==> config.mk <==
export PLATFORM = sky130hd
export DESIGN_NAME = ascii_humidity_temperature_frame_parser_core
export DESIGN_NICKNAME = d
export VERILOG_FILES = /design/src/rtl/ahtfp_pkg.sv /design/src/rtl/ahtfp_num.sv /design/src/rtl/ascii_humidity_temperature_frame_parser_core.sv
export SDC_FILE = /design/constraint.sdc
export NUM_CORES = 1
export LEC_CHECK = 0
export ABC_AREA = 1
export ABC_CLOCK_PERIOD_IN_PS = 7700
export BUFFER_PORTS_ARGS = -buffer_cell sky130_fd_sc_hd__clkbuf_2
export CORE_UTILIZATION = 45
export CTS_CLUSTER_DIAMETER = 150
export DETAILED_ROUTE_END_ITERATION = 12
export PLACE_DENSITY = 0.72
export SYNTH_ARGS = -nofsm -noshare
export SYNTH_HDL_FRONTEND = slang
export SYNTH_SLANG_ARGS = --single-unit
==> constraint.sdc <==
create_clock -name clk -period 7.7 [get_ports clk]
set_clock_uncertainty 0.05 [all_clocks]
set_input_delay 0.385 -clock clk [delete_from_list [all_inputs] [get_ports clk]]
set_output_delay 0.385 -clock clk [all_outputs]
set_load 0.01 [all_outputs]
==> src/rtl/ahtfp_pkg.sv <==
`default_nettype none

package ahtfp_pkg;

  localparam int unsigned WinLen   = 15;
  localparam int unsigned FrameLen = 16;
  localparam int unsigned NumLen   = 5;
  localparam int unsigned ValW     = 15;
  localparam int unsigned MagW     = 14;
  localparam int unsigned CfgIdxW  = 3;

  typedef logic signed [ValW-1:0] val_t;
  typedef logic [7:0]             char_t;

  typedef enum logic [CfgIdxW-1:0] {
    CFG_TEMP_MIN = 3'd0,
    CFG_TEMP_MAX = 3'd1,
    CFG_HUM_MIN  = 3'd2,
    CFG_HUM_MAX  = 3'd3
  } cfg_idx_t;

  localparam val_t TempMinReset = -15'sd400;
  localparam val_t TempMaxReset = 15'sd800;
  localparam val_t HumMinReset  = 15'sd0;
  localparam val_t HumMaxReset  = 15'sd1000;

  localparam char_t ChR     = 8'h52;
  localparam char_t ChColon = 8'h3A;
  localparam char_t ChH     = 8'h48;
  localparam char_t ChSpace = 8'h20;
  localparam char_t ChC     = 8'h43;
  localparam char_t ChPlus  = 8'h2B;
  localparam char_t ChMinus = 8'h2D;
  localparam char_t ChPoint = 8'h2E;
  localparam char_t ChZero  = 8'h30;
  localparam char_t ChNine  = 8'h39;

  typedef struct packed {
    logic ok;
    val_t value;
  } num_res_t;

  function automatic logic is_digit(input char_t c);
    return (c >= ChZero) && (c <= ChNine);
  endfunction

endpackage

`default_nettype wire

==> src/rtl/ahtfp_num.sv <==
`default_nettype none

module ahtfp_num
  import ahtfp_pkg::*;
(
  input  wire logic [NumLen-1:0][7:0] num_chars,
  output num_res_t                    num_res
);

  logic           lead_digit;
  logic           lead_plus;
  logic           lead_minus;
  logic [3:0]     d0;
  logic [3:0]     d1;
  logic [3:0]     d2;
  logic [3:0]     d4;
  logic [MagW-1:0] mag;
  val_t           pos;

  always_comb begin
    lead_digit = is_digit(num_chars[0]);
    lead_plus  = (num_chars[0] == ChPlus);
    lead_minus = (num_chars[0] == ChMinus);
    d0 = lead_digit ? num_chars[0][3:0] : 4'd0;
    d1 = num_chars[1][3:0];
    d2 = num_chars[2][3:0];
    d4 = num_chars[4][3:0];
    mag = MagW'(MagW'(d0) * MagW'(1000)) + MagW'(MagW'(d1) * MagW'(100))
        + MagW'(MagW'(d2) * MagW'(10)) + MagW'(d4);
    pos = val_t'({1'b0, mag});
    num_res.ok = is_digit(num_chars[1]) && is_digit(num_chars[2])
               && (num_chars[3] == ChPoint) && is_digit(num_chars[4])
               && (lead_digit || lead_plus || lead_minus);
    num_res.value = lead_minus ? -pos : pos;
  end

endmodule

`default_nettype wire

==> src/rtl/ascii_humidity_temperature_frame_parser_core.sv <==
// Frame parser for an ASCII sensor stream of the form "R:hhh.hRH ttt.tC".
// Input channel: one received byte per word (in_rx_byte) with in_buffer_end
// marking the last byte of a receive buffer. A word is taken when in_valid is
// high and in_stall is low.
// Output channel: exactly one result word per input word, taken when out_valid
// is high and out_stall is low. out_frame_valid flags the first in-range frame
// of a buffer and carries its values in tenths; out_buffer_done echoes the
// end flag and out_buffer_found tells whether the buffer held a good frame.
// Each result is registered in the output register, and a word can be taken
// every cycle unless the output word is stalled; the sustained rate is one
// byte per cycle, set by the single output register that holds each result.
// When the receiver stalls, the output register holds its word and in_stall
// rises in the same cycle, so no word is lost.
// Configuration: four limit registers written over cfg_valid/cfg_ready with
// cfg_ready always high; writes to indexes above three are dropped.
// Reset clears the byte window, the found flag and the output valid, and
// loads the default limits (-40.0 to 80.0 C, 0.0 to 100.0 %RH).
`default_nettype none

module ascii_humidity_temperature_frame_parser_core
  import ahtfp_pkg::*;
(
  input  wire logic               clk,
  input  wire logic               rst_n,

  input  wire logic               in_valid,
  output logic                    in_stall,
  input  wire logic [7:0]         in_rx_byte,
  input  wire logic               in_buffer_end,

  output logic                    out_valid,
  input  wire logic               out_stall,
  output logic                    out_frame_valid,
  output logic signed [ValW-1:0]  out_humidity_tenths,
  output logic signed [ValW-1:0]  out_temperature_tenths,
  output logic                    out_buffer_done,
  output logic                    out_buffer_found,

  input  wire logic               cfg_valid,
  output logic                    cfg_ready,
  input  wire logic [CfgIdxW-1:0] cfg_index,
  input  wire logic [ValW-1:0]    cfg_data
);

  logic [WinLen-1:0][7:0]   win_r;
  logic [WinLen-1:0][7:0]   win_nxt;
  logic                     found_r;
  logic                     found_nxt;
  val_t                     temp_min_r;
  val_t                     temp_max_r;
  val_t                     hum_min_r;
  val_t                     hum_max_r;

  logic                     out_valid_r;
  logic                     frame_valid_r;
  val_t                     hum_r;
  val_t                     temp_r;
  logic                     done_r;
  logic                     found_out_r;

  logic [FrameLen-1:0][7:0] frame;
  logic [NumLen-1:0][7:0]   hum_chars;
  logic [NumLen-1:0][7:0]   temp_chars;
  num_res_t                 hum_res;
  num_res_t                 temp_res;
  logic                     fixed_ok;
  logic                     hit;
  logic                     in_take;

  assign in_take   = in_valid && !in_stall;
  assign in_stall  = out_valid_r && out_stall;
  assign cfg_ready = 1'b1;

  always_comb begin
    for (int i = 0; i < WinLen; i++) begin
      frame[i] = win_r[i];
    end
    frame[FrameLen-1] = in_rx_byte;
    for (int k = 0; k < NumLen; k++) begin
      hum_chars[k]  = frame[2+k];
      temp_chars[k] = frame[10+k];
    end
  end

  ahtfp_num u_hum_num (
    .num_chars (hum_chars),
    .num_res   (hum_res)
  );

  ahtfp_num u_temp_num (
    .num_chars (temp_chars),
    .num_res   (temp_res)
  );

  always_comb begin
    fixed_ok = (frame[0] == ChR) && (frame[1] == ChColon) && (frame[7] == ChR)
             && (frame[8] == ChH) && (frame[9] == ChSpace)
             && (frame[FrameLen-1] == ChC);
    hit = fixed_ok && hum_res.ok && temp_res.ok
        && (temp_res.value >= temp_min_r) && (temp_res.value <= temp_max_r)
        && (hum_res.value >= hum_min_r) && (hum_res.value <= hum_max_r)
        && !found_r;
    if (in_buffer_end) begin
      win_nxt   = '0;
      found_nxt = 1'b0;
    end else begin
      for (int i = 0; i < WinLen - 1; i++) begin
        win_nxt[i] = win_r[i+1];
      end
      win_nxt[WinLen-1] = in_rx_byte;
      found_nxt = found_r || hit;
    end
  end

  always_ff @(posedge clk) begin
    if (!rst_n) begin
      win_r       <= '0;
      found_r     <= 1'b0;
      out_valid_r <= 1'b0;
    end else begin
      if (in_take) begin
        win_r   <= win_nxt;
        found_r <= found_nxt;
      end
      if (in_take) begin
        out_valid_r <= 1'b1;
      end else if (!out_stall) begin
        out_valid_r <= 1'b0;
      end
    end
  end

  always_ff @(posedge clk) begin
    if (in_take) begin
      frame_valid_r <= hit;
      hum_r         <= hit ? hum_res.value : '0;
      temp_r        <= hit ? temp_res.value : '0;
      done_r        <= in_buffer_end;
      found_out_r   <= in_buffer_end && (found_r || hit);
    end
  end

  always_ff @(posedge clk) begin
    if (!rst_n) begin
      temp_min_r <= TempMinReset;
      temp_max_r <= TempMaxReset;
      hum_min_r  <= HumMinReset;
      hum_max_r  <= HumMaxReset;
    end else if (cfg_valid && cfg_ready) begin
      unique case (cfg_index)
        CFG_TEMP_MIN: begin
          temp_min_r <= val_t'(cfg_data);
        end
        CFG_TEMP_MAX: begin
          temp_max_r <= val_t'(cfg_data);
        end
        CFG_HUM_MIN: begin
          hum_min_r <= val_t'(cfg_data);
        end
        CFG_HUM_MAX: begin
          hum_max_r <= val_t'(cfg_data);
        end
        default: begin
        end
      endcase
    end
  end

  assign out_valid              = out_valid_r;
  assign out_frame_valid        = frame_valid_r;
  assign out_humidity_tenths    = hum_r;
  assign out_temperature_tenths = temp_r;
  assign out_buffer_done        = done_r;
  assign out_buffer_found       = found_out_r;

  // A reported frame inside a buffer leaves the found flag set behind it.
  a_found_set: assert property (@(posedge clk) disable iff (!rst_n)
    (out_valid_r && frame_valid_r && !done_r) |-> found_r)
    else $error("found flag not set after a reported frame");

  // The closing byte of a buffer leaves the found flag clear.
  a_found_clear: assert property (@(posedge clk) disable iff (!rst_n)
    (out_valid_r && done_r) |-> !found_r)
    else $error("found flag not cleared at buffer end");

  // Values are zero unless a frame is reported.
  a_zero_vals: assert property (@(posedge clk) disable iff (!rst_n)
    (out_valid_r && !frame_valid_r) |-> (hum_r == '0 && temp_r == '0))
    else $error("nonzero values without a frame");

  // A frame reported on the closing byte counts as found for the buffer.
  a_end_found: assert property (@(posedge clk) disable iff (!rst_n)
    (out_valid_r && frame_valid_r && done_r) |-> found_out_r)
    else $error("buffer_found missing for a frame on the closing byte");

  // Every accepted word yields a result word in the next cycle.
  a_result_follows: assert property (@(posedge clk) disable iff (!rst_n)
    in_take |=> out_valid_r)
    else $error("no result after an accepted word");

endmodule

`default_nettype wire

==> results.yml <==
die:
  fp-row-count: 64
  die_height_um: 179
  core_um2: 30700
  fp.dieW_um: 179
  io-pin-count: 68
  dieArea_um2: 31900
  initial_utilization_pct: 45.7
routing:
  routed_via_density: 5.07
  drtAntennaViolNets: 0
  wl_mm: 31.4
  top_layer: "met4"
  dr_wl_met3_mm: 1.29
  met2_length_mm: 14.6
  met1_length_mm: 14.8
  drcViolationCount: 0
  vias: 11800
  post_drt_wl_per_cell_um: 13.5
  drtIter0Drc: 676
  drtPass1Iterations: 6
global_routing:
  antenna_found_initial: 1
  grt_start_max_net_pins: 121
  overflow: 0
  grt_pass1_vias: 10900
  grt.total_usage_pct: 19.6
  grt_pass1_wl_mm: 51.2
setup_path:
  critical_path.slowest_cell: "fa_2"
  critical_path.max_fanout: 10
  cp_num_buf_inv: 6
  cpMostUsedCell: "nand2_1"
  crit_family: "simple AND/OR/NAND/NOR gates"
  critPathLaunchType: "flop"
  crit_path_end_kind: "flop"
  arrival_ns: 7.42
  cpPeakStageDelay_ns: 0.65
  cp.required_ns: 8.03
  r2r_slack_ns: 0.61
  crit_type: "reg2reg"
finish:
  most-common-layout-cells: "nand2_1, inv_1, a21oi_1"
  utilization_pct: 50.8
  layout-drive-gt1-share_pct: 10.0
  area_delta_synth_final_pct: 11.2
  num-nets-final: 2159
  final_common_cell: "nand2_1"
  fin_cells: 2334
sta:
  hold_viol: 0
  slew_viol_final: 0
  relSlewSlack_pct: 22.4
  rsz0062_at_grt: "no"
  post-route-period-util_pct: 92.0
  timing.final.crit_period_ns: 7.09
  hold_slack_ns: 0.0646
  timing.fmax_ghz: 0.141
  worstMarginPinSlew_ns: 1.16
  setup_viol: 0
  tns_ns: 0
synth:
  seq_area_frac_synth_pct: 33.0
  ys_warn_count: 0
  synth.net_count: 2113
  syn_inst: 1873
  synth_area_um2: 14000
  avgSynthCellArea_um2: 7.49
  ys_types: 44
  ys_seq_elements: 215
place:
  dp_cells: 2285
  routabilityCongestion: 0.928
  io_buffers: 66
  post-dp-hpwl_mm: 23.2
pwr:
  ir_drop_mv: 0.142
  finalPower_mw: 2.47
  leakage_nw: 7.34
  powerDensity_nw_per_um2: 158
clocking:
  tritoncts: "built"
  ctsHoldBuffers: 0
  clk_latency_ns: 0.51
  clkSinkCount: 215
  cts-buffers-inserted: 24
  h-tree-depth: 1
  path_clk_slew_ns: 0.06
  cts_max_path_buffers: 3
  root_buffer: "clkbuf_16"
job:
  cap_viol_max_count: 0
hold_path:
  hold_path_class: "in2reg"
status:
  status: "complete, no violations"
==> power breakdown <==
part           total [mW]  switching [mW]  internal, mW
combinational       0.154           0.110        0.0445
sequential           1.17         0.00906          1.16
clock                1.14           0.452         0.691
==> metrics by stage <==
step	area [um^2]	worst slack, ns
2_1_floorplan	14000	1.14
3_3_place_gp	14700	0.385
3_5_place_dp	14700	0.157
4_1_cts	15500	0.0906
5_1_grt	15600	0.00988
6_report	15600	0.612
==> sequential cells by signal, indices dropped and copies added, names as in the netlist, 15 cells and up <==
register	count
out_temperature_tenths	15
temp_min_r	15
hum_min_r	15
out_humidity_tenths	15
frame	120
temp_max_r	15
hum_max_r	15
==> worst reg2reg max path: cells and delay by family (launching register included) <==
kind                     cells  cell delay, ns
buffers and inverters        6            0.60
flip-flops                   1            0.33
XOR/XNOR                     1            0.16
adder cells (fa/ha/maj)      7            2.63
AND/OR/NAND/NOR             26            2.83
AO/OA/AOI/OAI                2            0.36
==> routing by layer <==
| metal | global-route usage [%] | up-vias |
|---|---|---|
| li1 | - | 6086 |
| met1 | 26.1 | 5457 |
| met2 | 33.5 | 239 |
| met3 | 2.58 | 55 |
| met4 | 4.27 | 0 |
| met5 | 0 | - |
==> cell families (layout without fill, tap and decap cells) <==
kind of cell,Yosys count,count (layout),share of synthesized area [%]
and+or+nand+nor,769,770,23.3
buffers and inverters,336,399,9.30
DFF,215,215,33.0
AOI/OAI and AO/OA,305,305,11.5
xor gates and xnor gates,39,39,2.54
other,1,2,0.0267
adders and majority gates,208,208,20.4
==> synthesized netlist by cell type (all sizes together) <==
cell type / instances / share of area [%]
a21o: 3 / 0.16
a21oi: 205 / 7.3
a31o: 1 / 0.062
a31oi: 3 / 0.13
and2: 2 / 0.089
buf: 16 / 0.74
clkbuf: 47 / 1.3
conb: 1 / 0.027
dfxtp: 182 / 26
edfxtp: 33 / 7.1
fa: 34 / 4.9
ha: 174 / 16
inv: 273 / 7.3
nand2: 503 / 14
nand3: 55 / 2.0
nand3b: 8 / 0.43
nand4: 27 / 1.3
nor2: 144 / 4.5
nor3: 22 / 0.86
nor3b: 1 / 0.089
nor4: 1 / 0.045
nor4b: 1 / 0.062
o211ai: 19 / 1.0
o21a: 1 / 0.054
o21ai: 71 / 2.6
o21bai: 1 / 0.054
o31ai: 1 / 0.054
or2: 5 / 0.22
xnor2: 7 / 0.44
xor2: 32 / 2.1
==> final timing paths <==
kind	startpoint	endpoint	cells past startpoint
max	frame[87]	out_temperature_tenths[13]	42
min	in_rx_byte[5]	frame[117]	3
max reg2reg	frame[87]	out_temperature_tenths[13]	42
min reg2reg	temp_min_r[7]	temp_min_r[7]	2
==> area by class of cell <==
class	instances	area (um^2)
inverter	273	1030
sequential	215	4630
multi-input combinational	1323	8150
fill	2965	15100
clock inverter	9	100
tap	396	495
timing repair buffer	82	488
antenna	1	2.50
clock buffer	35	693
==> what timing repair did <==
item	CTS	global route
setup endpoints to repair	0	32
gates resized for setup	0	8
setup buffers	0	3
No activity file was read; power rests on OpenSTA's default activity.
